$ cat src/hw/rtl/path_oram_access_controller_defines.svh
// assertion macros used by poram_ctrl
`ifndef PATH_ORAM_ACCESS_CONTROLLER_DEFINES_SVH
`define PATH_ORAM_ACCESS_CONTROLLER_DEFINES_SVH

// condition must hold at every edge out of reset
`define PORAM_ASSERT(lbl, cond) \
  lbl: assert property (@(posedge clk) disable iff (!rst_n) (cond)) \
    else $error("poram assertion failed");

// antecedent in this cycle implies consequent in the next one
`define PORAM_ASSERT_NEXT(lbl, ante, cons) \
  lbl: assert property (@(posedge clk) disable iff (!rst_n) (ante) |=> (cons)) \
    else $error("poram assertion failed");

`endif

$ cat src/hw/rtl/poram_pkg.sv
`timescale 1ns / 1ps
package poram_pkg;

  localparam int TREE_LEVELS  = 10;
  localparam int LEAF_W       = 10;
  localparam int ID_W         = 10;
  localparam int DATA_W       = 64;
  localparam int BUCKET_SLOTS = 4;
  localparam int SLOT_W       = 2;
  localparam int NUM_LEVELS   = TREE_LEVELS + 1;
  localparam int LVL_W        = 4;
  localparam int STASH_DEPTH  = 64;
  localparam int STASH_W      = 6;
  localparam int BLOCK_CNT    = 1024;
  localparam int TREE_SLOTS   = ((2 << TREE_LEVELS) - 1) * BUCKET_SLOTS;
  localparam int TREE_AW      = 13;
  localparam int PATH_SLOTS   = NUM_LEVELS * BUCKET_SLOTS;
  localparam int CNT_W        = 13;
  localparam int FILL_W       = 3;

  typedef struct packed {
    logic              cmd;
    logic [ID_W-1:0]   block_id;
    logic [DATA_W-1:0] write_data;
    logic [LEAF_W-1:0] fresh_leaf;
  } in_t;

  typedef struct packed {
    logic              found;
    logic [DATA_W-1:0] read_data;
    logic              stash_overflow;
  } out_t;

  typedef struct packed {
    logic              vld;
    logic [ID_W-1:0]   id;
    logic [LEAF_W-1:0] leaf;
    logic [DATA_W-1:0] word;
  } tree_ent_t;

  typedef struct packed {
    logic [ID_W-1:0]   id;
    logic [LEAF_W-1:0] leaf;
    logic [DATA_W-1:0] word;
  } stash_ent_t;

  typedef enum logic [3:0] {
    ST_CLEAR, ST_IDLE, ST_PMAP, ST_PATH_RD, ST_PATH_WR,
    ST_SRCH_RD, ST_SRCH_CHK, ST_EVICT_RD, ST_EVICT_CHK, ST_DONE
  } state_t;

  typedef enum logic [3:0] {
    OP_NONE, OP_CLEAR, OP_ACCEPT, OP_PMAP, OP_PATH_RD, OP_PATH_WR,
    OP_SRCH_RD, OP_SRCH_CHK, OP_EVICT_RD, OP_EVICT_CHK
  } dp_op_t;

  typedef struct packed {
    logic clr_last;
    logic path_last;
    logic scan_last;
    logic hit;
  } dp_stat_t;

  // tree slot address of a given slot in the bucket at level lvl on leaf's path
  function automatic logic [TREE_AW-1:0] slot_addr(input logic [LEAF_W-1:0] leaf,
                                                  input logic [LVL_W-1:0] lvl,
                                                  input logic [SLOT_W-1:0] slot);
    logic [TREE_AW-1:0] b;
    logic [LEAF_W-1:0]  sh;
    begin
      sh = leaf >> (LVL_W'(TREE_LEVELS) - lvl);
      b  = (TREE_AW'(1) << lvl) - TREE_AW'(1) + TREE_AW'(sh);
      slot_addr = {b[TREE_AW-SLOT_W-1:0], slot};
    end
  endfunction

endpackage

$ cat src/hw/rtl/poram_ctrl.sv
`timescale 1ns / 1ps
`include "path_oram_access_controller_defines.svh"
module poram_ctrl (
  input  logic                clk,
  input  logic                rst_n,
  input  logic                start,
  output logic                busy,
  output logic                out_valid,
  input  poram_pkg::dp_stat_t stat,
  output poram_pkg::dp_op_t   op
);
  import poram_pkg::*;

  state_t state_r, state_nxt;

  always_ff @(posedge clk) begin
    if (!rst_n) begin
      state_r <= ST_CLEAR;
    end else begin
      state_r <= state_nxt;
    end
  end

  always_comb begin
    state_nxt = state_r;
    case (state_r)
      ST_CLEAR:     if (stat.clr_last) state_nxt = ST_IDLE;
      ST_IDLE:      if (start) state_nxt = ST_PMAP;
      ST_PMAP:      state_nxt = ST_PATH_RD;
      ST_PATH_RD:   state_nxt = ST_PATH_WR;
      ST_PATH_WR:   state_nxt = stat.path_last ? ST_SRCH_RD : ST_PATH_RD;
      ST_SRCH_RD:   state_nxt = ST_SRCH_CHK;
      ST_SRCH_CHK:  state_nxt = (stat.hit || stat.scan_last) ? ST_EVICT_RD : ST_SRCH_RD;
      ST_EVICT_RD:  state_nxt = ST_EVICT_CHK;
      ST_EVICT_CHK: state_nxt = stat.scan_last ? ST_DONE : ST_EVICT_RD;
      ST_DONE:      state_nxt = ST_IDLE;
      default:      state_nxt = ST_CLEAR;
    endcase
  end

  always_comb begin
    busy      = 1'b1;
    out_valid = 1'b0;
    op        = OP_NONE;
    case (state_r)
      ST_CLEAR: op = OP_CLEAR;
      ST_IDLE: begin
        busy = 1'b0;
        if (start) op = OP_ACCEPT;
      end
      ST_PMAP:      op = OP_PMAP;
      ST_PATH_RD:   op = OP_PATH_RD;
      ST_PATH_WR:   op = OP_PATH_WR;
      ST_SRCH_RD:   op = OP_SRCH_RD;
      ST_SRCH_CHK:  op = OP_SRCH_CHK;
      ST_EVICT_RD:  op = OP_EVICT_RD;
      ST_EVICT_CHK: op = OP_EVICT_CHK;
      ST_DONE:      out_valid = 1'b1;
      default:      op = OP_NONE;
    endcase
  end

  `PORAM_ASSERT_NEXT(a_accept_busy, start && !busy, busy)
  `PORAM_ASSERT_NEXT(a_word_single, out_valid, !out_valid)
  `PORAM_ASSERT(a_word_not_idle, !(out_valid && !busy))
  `PORAM_ASSERT_NEXT(a_word_then_idle, out_valid, !busy)

endmodule

$ cat config.mk
export PLATFORM = sky130hd
export DESIGN_NAME = poram_ctrl
export DESIGN_NICKNAME = d
export VERILOG_FILES = /design/src/hw/rtl/poram_pkg.sv /design/src/hw/rtl/poram_ctrl.sv
export VERILOG_INCLUDE_DIRS = /design/src /design/src/hw/rtl
export SDC_FILE = /design/constraint.sdc
export NUM_CORES = 1
export LEC_CHECK = 0
export BUFFER_PORTS_ARGS = -buffer_cell sky130_fd_sc_hd__clkbuf_2
export CORE_AREA = 2 2 39 41
export CTS_CLUSTER_SIZE = 10
export DETAILED_ROUTE_END_ITERATION = 10
export DIE_AREA = 0 0 41 43
export PLACE_DENSITY = 0.48
export SKIP_LAST_GASP = 1
export SLEW_MARGIN = 20
export SYNTH_ARGS = -nofsm -noshare
export SYNTH_HDL_FRONTEND = slang
export SYNTH_SLANG_ARGS = --single-unit
$ cat constraint.sdc
create_clock -name clk -period 1.6 [get_ports clk]
set_input_delay 0.16 -clock clk [delete_from_list [all_inputs] [get_ports clk]]
set_output_delay 0.16 -clock clk [all_outputs]
set_load 0.01 [all_outputs]
Word level (Yosys, flattened, before mapping)
Cells that the tools add are included.
{"block": "word_totals", "out_inout_bits": 6, "wordCells": 25, "inputBits": 7, "ff_bits": 4}
{"block": "classes", "n_eq_ne": 11, "muxes": 10, "reduce_logical": 3}
{"operator": "$pmux W4 S10", "count": 1}
{"operator": "$pmux W4 S9", "count": 1}
{"operator": "$eq A4 B3 Y1 const B", "count": 4}
{"operator": "$mux W4", "count": 3}
{"operator": "$eq A4 B2 Y1 const B", "count": 2}
{"operator": "$eq A4 B4 Y1 const B", "count": 2}
{"operator": "$eq A4 B1 Y1 const B", "count": 1}
{"operator": "$logic_not A4 Y1", "count": 1}
{"operator": "$mux W2", "count": 2}
{"operator": "$ne A2 B2 Y1 const B", "count": 2}
{"operator": "$mux W3", "count": 1}
{"operator": "$mux W1", "count": 2}
{"operator": "$reduce_and A2 Y1", "count": 1}
{"operator": "$logic_or A1 B1 Y1", "count": 1}

Longest topological paths before layout
Gate-level depths: netlist (run 1).
{"block": "depth", "ltp_word": 3, "depth_mapped": 4, "mapped_depth_nobuf": 3}

Worst setup path before layout (run 1)
OpenSTA, ideal clock, no wires.
{"block": "synth_timing", "path_kind": "flip-flop to flip-flop", "from": "reg state_r[3]", "to": "reg state_r[1]", "required_ns": 1.472, "arrival_time_ns": 1.230, "period_less_slack_ns": 1.359, "slack_ns": 0.241, "setup_time_ns": 0.128, "path_buffers": 1, "stages_incl_launch_ff": 5, "path_cell_list": "dfxtp_1 -> buf_4 -> or4_1 -> o21ai_2 -> a211oi_1"}
{"block": "synth_via", "elab_chain_cells": 3, "elab_cells_between_ends": 14, "classes_between": "eq/ne (11); mux (1); reduce/logical (2)"}
{"item": "start: declaration", "line": "poram_ctrl.sv:14", "source": "state_t state_r, state_nxt;"}
{"item": "start signal: assignment", "line": "poram_ctrl.sv:20", "source": "state_r <= state_nxt;"}
{"item": "$eq A4 B1 Y1 or $logic_not A4 Y1 (tied branches)", "line": "poram_ctrl.sv:26", "source": "case (state_r)"}
{"item": "$ne A2 B2 Y1 (no source line)"}
{"item": "$reduce_and A2 Y1 (no source line)"}
Parallel ways exist; a longest one is shown, timed or not.
A chain may end at the register's enable or synchronous reset.

Worst setup path after layout (run 1)
{"block": "layout_timing", "from": "reg state_r[0]", "to": "out op[1]"}
{"block": "layout_via", "elab_chain_cells": 2, "elab_cells_between_ends": 10, "classes_between": "eq/ne (8); mux (1); reduce/logical (1)"}
{"item": "$eq A4 B4 Y1, or another cell as far along", "line": "poram_ctrl.sv:45", "source": "case (state_r)"}
{"item": "$pmux W4 S9 (*)", "line": "poram_ctrl.sv:45"}
{"item": "end: declaration", "line": "poram_ctrl.sv:10", "source": "output poram_pkg::dp_op_t op"}
Mark *: on every way between the ends. The rest lies on a longest branch, timed or not.

==> impl_metrics.csv, run 1 <==
group,metric,value,unit
sta,finalHoldViolations,0,
logic_synthesis,synth_top_area_share,21.55,%
layout,final_net_count,70,
hold_path,min_path_type,"primary input to flip-flop",
clock_tree,cts_tree,"built",
route,ant_nets,0,
logic_synthesis,synth_enable_flop_cells,0,
route,routed_wl,912,um
layout,syn_to_final_growth,35.35,%
sta,slew_headroom,75.67,%
setup_path,cp_top_family,"flip-flops",
clock_tree,cts.sink_count,4,
setup_path,critPathSlowestCell,"dfxtp_2",
run_status,status,"finished, final reports clean",
logic_synthesis,synth.distinct_cells,29,
logic_synthesis,yosysWarnings,0,
route,wl_met3,63,um
setup_path,cpPeakStageDelay,0.39,ns
place,portBuffers,12,
layout,largest_register_ffs,4,
place,place_ws,0.1730,ns
layout,final_util,36.35,%
route,drt_iter0_markers,1,
route,vias,403,
floorplanning,rows,14,
setup_path,critical_path_arrival,1.37,ns
floorplanning,ios,13,
layout,multiInputGateArea,274.0,sq um
setup_path,r2r_setup_slack,0.16,ns
layout,drive_gt1_share,47.54,%
sta,fin_ws,0.06676,ns
clock_tree,cts_buffers,3,
clock_tree,clk_pin_slew_worst_paths,0.03,ns
layout,seq_area,81.33,sq um
setup_path,r2r-start,"state_r[1]$_SDFFE_PN0P_",
power_and_ir_drop,max-vdd-ir-drop,0.2740,mV
route,wl_met2,415,um
floorplanning,initial_core_util,26.85,%
hold_path,hp-start,"rst_n",
floorplanning,die_w,41,um
place,place_inst,74,
setup_path,reg2reg_depth,3,
clock_tree,clkLatencyLatePin,0.25,ns
layout,final_cells,77,
logic_synthesis,ys_ff_latch,4,
sta,worst_hold_slack,0.1877,ns
clock_tree,clock-root-buffer,"clkbuf_4",
logic_synthesis,yosys-top-cells-count,"4 x dfxtp_1, 4 x o21ai_0, 3 x nand2b_1, 3 x nor2b_1, 3 x nor3b_1",
logic_synthesis,synth.largest_area_cell,"dfxtp_1",
route,drc,0,
route,highest_layer,"met4",
layout,fillers,158,
layout,n_antenna_cell,0,
layout,largest_registers,"state_r (4)",
global_routing,grt_usage,12.56,%
logic_synthesis,synth_area_per_cell,8.258,sq um
sta,fin_crit,1.533,ns
route,route.detailed.wl_per_inst,11.84,um
route,vias_per_cell,5.234,
floorplanning,fp.dieH,43,um
floorplanning,dieArea,0.001763,sq mm
logic_synthesis,ys.flop_type,"dfxtp_1",
setup_path,path_cells,"buf_4, nor2b_2, o21ai_0, a21oi_1, clkbuf_2",
hold_path,holdPathStages,2,
route,firstDrtPassIters,4,
global_routing,grt_overflow,0,
setup_path,cp-end-kind,"primary output",
global_routing,antenna_found_initial,0,
setup_path,cp_max_fo,9,
global_routing,grt_max_degree,12,
logic_synthesis,syn_area,371.6,sq um
route,wl_met1,398,um
logic_synthesis,synthTopCellsByArea,"dfxtp_1 22%, nor3b_1 6.1%, o21ai_0 5.4%",
global_routing,grt_pass1_wl,1428,um
sta,rsz0062_at_grt,"true",
setup_path,reg2reg_to,"state_r[1]$_SDFFE_PN0P_",
setup_path,cp.required,1.44,ns
place,post-dp-hpwl,683.9,um
run,drv_cap,0,
sta,worstMarginPinSlew,0.3644,ns
sta,finalCritPeriodShare,95.83,%
logic_synthesis,synth_cells,45,
power_and_ir_drop,power_leakage,0.2116,nW
sta,skew,0.007650,ns
power_and_ir_drop,totalPowerFinal,0.0003479,W
place,place.gp.congestion,0.6740,
logic_synthesis,async_flop_share,0,%
logic_synthesis,synth_seq_area_share,21.55,%
setup_path,crit_type,"flip-flop to primary output",
layout,top_register,"state_r",
clock_tree,cts_buffer_depth,2,
clock_tree,htreeDepth,1,
global_routing,grt_pass1_vias,342,
sta,setup_viol_count_final,0,
hold_path,whs_endpoint,"state_r[0]$_SDFFE_PN0P_",
sta,fmax,652.2,MHz
sta,slew_violations,0,
floorplanning,core_area,0.001384,sq mm
power_and_ir_drop,power_density,691.7,mW/mm^2
setup_path,crit_buf_inv,2,
setup_path,startpoint_type,"flip-flop",
logic_synthesis,synthesis.nets,52,
worst max path at each step:
stage	from	end	slack (ns)	cells past startpoint
finish	state_r[0]$_SDFFE_PN0P_	op[1]	0.07	5
global route	state_r[0]$_SDFFE_PN0P_	op[1]	-0.03	5
CTS	state_r[0]$_SDFFE_PN0P_	op[1]	0.03	5
detailed placement	state_r[0]$_SDFFE_PN0P_	state_r[0]$_SDFFE_PN0P_	0.17	3
global placement	state_r[0]$_SDFFE_PN0P_	state_r[0]$_SDFFE_PN0P_	0.18	3
floorplan	state_r[3]$_SDFFE_PN0P_	state_r[1]$_SDFFE_PN0P_	0.24	4
area by class of cell:
class / count / share of cell area [%]
Clock buffer: 3 / 4.478
Inverter: 2 / 1.493
Multi-Input combinational cell: 35 / 54.48
Sequential cell: 4 / 16.17
Tap cell: 16 / 3.980
Timing Repair Buffer: 17 / 19.40
worst register-to-register path, stage by stage (launching register included):
cell and delay [ns]:
dfxtp_1 0.53, or3b_2 0.48, a32oi_1 0.21, a211oi_1 0.10
cell families (layout without fill, tap and decap cells):
| kind of cell | Yosys count | in the layout | synth area share [%] |
|---|---|---|---|
| compound gates | 14 | 14 | 27.61 |
| xor+xnor | 1 | 1 | 2.357 |
| buf+inv | 6 | 22 | 7.745 |
| flops | 4 | 4 | 21.55 |
| simple gates | 20 | 20 | 40.74 |
cell usage in the layout (no fill, tap or decap):
cell,instances
a211oi_1,2
a211oi_2,1
a21o_1,1
a21oi_1,1
a32oi_1,1
buf_4,5
clkbuf_2,12
clkbuf_4,3
dfxtp_1,3
dfxtp_2,1
inv_1,2
nand2_1,2
nand2b_1,3
nand3_1,1
nand3b_1,1
nor2_1,1
nor2b_1,2
nor2b_2,1
nor3b_1,3
nor3b_2,1
nor4b_4,1
o211a_1,1
o21ai_0,4
o21ai_1,1
o21ai_2,1
o21ba_2,1
or3b_2,1
or4_1,1
or4b_1,1
or4b_4,1
xor2_1,1
metal layers:
layer / vias up / global-route usage (%)
li1: 198 / -
met1: 187 / 14.84
met2: 13 / 17.19
met3: 5 / 4.712
met4: 0 / 10.00
met5: - / 0
per-stage QoR:
step                      instance area (sq um)  TNS [ns]
after floorplan                           371.6         0
after global placement                    467.9         0
after detailed placement                  467.9         0
after CTS                                 491.7         0
after global routing                      503.0  -0.05457
final                                     503.0         0
power by group:
part / leakage, nW / internal (W) / switching (W) / total, W
Sequential: 0.0329 / 0.000106 / 0.0000122 / 0.000119
Clock: 0.0138 / 0.0000843 / 0.0000483 / 0.000133
Combinational: 0.165 / 0.0000505 / 0.0000463 / 0.0000968
repair_timing:
action	in CTS	in global routing
gates resized for setup	1	2
setup buffers	0	0
pin swaps	0	0
endpoints found under the hold margin	0	0
hold buffers	0	0
cloned	0	0
setup endpoints to repair	2	4
(Power assumes the default switching activity.)
==> run 2: changes to the inputs <==
--- a/config.mk
+++ b/config.mk
@@ -11,7 +11,6 @@
 export CTS_CLUSTER_SIZE = 10
 export DETAILED_ROUTE_END_ITERATION = 10
 export DIE_AREA = 0 0 41 43
-export PLACE_DENSITY = 0.48
 export SKIP_LAST_GASP = 1
 export SLEW_MARGIN = 20
 export SYNTH_ARGS = -nofsm -noshare
==> impl_metrics.csv, run 2 (synthesis results as in run 1) <==
group,metric,value,unit
global_routing,grt_pass1_vias,330,
route,route.detailed.wl_per_inst,11.50,um
clock_tree,cts_buffers,3,
place,place.gp.congestion,0.6721,
layout,drive_gt1_share,46.67,%
global_routing,grt_max_degree,10,
clock_tree,cts_tree,"built",
global_routing,antenna_found_initial,0,
floorplanning,ios,13,
global_routing,grt_pass1_wl,1414,um
floorplanning,die_w,41,um
setup_path,crit_type,"flip-flop to primary output",
place,post-dp-hpwl,705,um
layout,final_cell_mix,"12 x clkbuf_2, 4 x buf_4",
sta,tns,0,ns
run,drv_cap,0,
power_and_ir_drop,max-vdd-ir-drop,0.2907,mV
route,ant_nets,0,
route,drt_iter0_markers,3,
sta,slew_violations,0,
route,drc,0,
clock_tree,htreeDepth,1,
sta,setup_viol_count_final,0,
clock_tree,clkLatencyLatePin,0.23,ns
layout,final_util,35.17,%
sta,fmax,658.1,MHz
sta,finalCritPeriodShare,94.97,%
sta,slew_headroom,78.82,%
clock_tree,clk_pin_slew_worst_paths,0.04,ns
setup_path,r2r_setup_slack,0.18,ns
route,routed_wl,874,um
floorplanning,rows,14,
sta,worstMarginPinSlew,0.3156,ns
clock_tree,cts-hold-fix-buffers,0,
layout,final_common_cell,"clkbuf_2",
layout,final_net_count,69,
floorplanning,dieArea,0.001763,sq mm
layout,top_register,"state_r",
sta,skew,0.001905,ns
route,firstDrtPassIters,4,
setup_path,cp.required,1.44,ns
run_status,status,"finished, final reports clean",
floorplanning,fp.dieH,43,um
sta,finalHoldViolations,0,
sta,fin_crit,1.520,ns
setup_path,critical_path_arrival,1.36,ns
sta,rsz0062_at_grt,"true",
layout,largest_registers,"state_r (4)",
power_and_ir_drop,power_density,684.5,mW/mm^2
route,vias_per_cell,4.829,
clock_tree,cts_buffer_depth,2,
floorplanning,initial_core_util,26.85,%
route,vias,367,
setup_path,startpoint_type,"flip-flop",
place,portBuffers,12,
clock_tree,cts_setup_buffers,0,
setup_path,cp-end-kind,"primary output",
clock_tree,cts.sink_count,4,
hold_path,min_path_type,"primary input to flip-flop",
global_routing,grt_usage,11.77,%
clock_tree,cts_resized,1,
layout,syn_to_final_growth,30.98,%
floorplanning,core_area,0.001384,sq mm
global_routing,grt_overflow,0,
setup_path,cp_max_fo,7,
layout,largest_register_ffs,4,
layout,n_antenna_cell,0,
power_and_ir_drop,power_leakage,0.2066,nW
clock_tree,clock-root-buffer,"clkbuf_4",
[run 2: final timing paths]
path	from	to	cells after the start
worst min register to register	state_r[0]$_SDFFE_PN0P_	state_r[0]$_SDFFE_PN0P_	2
worst max-delay path	state_r[3]$_SDFFE_PN0P_	op[3]	4
worst min-delay path	rst_n	state_r[0]$_SDFFE_PN0P_	2
worst max register to register	state_r[3]$_SDFFE_PN0P_	state_r[1]$_SDFFE_PN0P_	3
[run 2: worst max-delay path, cell delays in order (launching register included)]
cell,delay (ns)
dfxtp_1,0.41
buf_4,0.17
nor4b_2,0.27
nand2b_1,0.16
clkbuf_2,0.12
[run 2: cell type report]
cell class | instances | area (sq um)
well taps | 16 | 20.02
clock buffers | 3 | 22.52
multi-input cells | 35 | 265.3
repair buffers | 16 | 90.09
flip-flops and latches | 4 | 81.33
inverters | 2 | 7.507
fillers | 159 | 897.1
[run 2: metal layers]
layer,up-vias,wire length (um),GRT usage (%)
li1,198,-,-
met1,161,409,14.89
met2,8,422,17.50
met3,0,42,4.712
met4,0,0,4.000
met5,-,0,0
[run 2: power by group]
group          switching, W  total (W)  internal [W]
sequential       0.00000862   0.000115      0.000106
clock             0.0000395   0.000123     0.0000838
combinational     0.0000471  0.0000949     0.0000478
total             0.0000952   0.000333      0.000238
[run 2: stage by stage]
step	total power [W]	worst slack, ns	hold slack (ns)	cells	instance area (sq um)
6_report	0.0003331	0.08046	0.1963	76	486.7
5_1_grt	0.0003544	-0.02005	0.1935	76	486.7
4_1_cts	0.0003354	0.02795	0.1966	76	484.2
3_5_place_dp	0.0002092	0.2015	0.4412	73	460.4
3_3_place_gp	0.0002086	0.2232	0.4275	73	460.4
2_1_floorplan	0.0001755	0.2414	0.3073	45	371.6
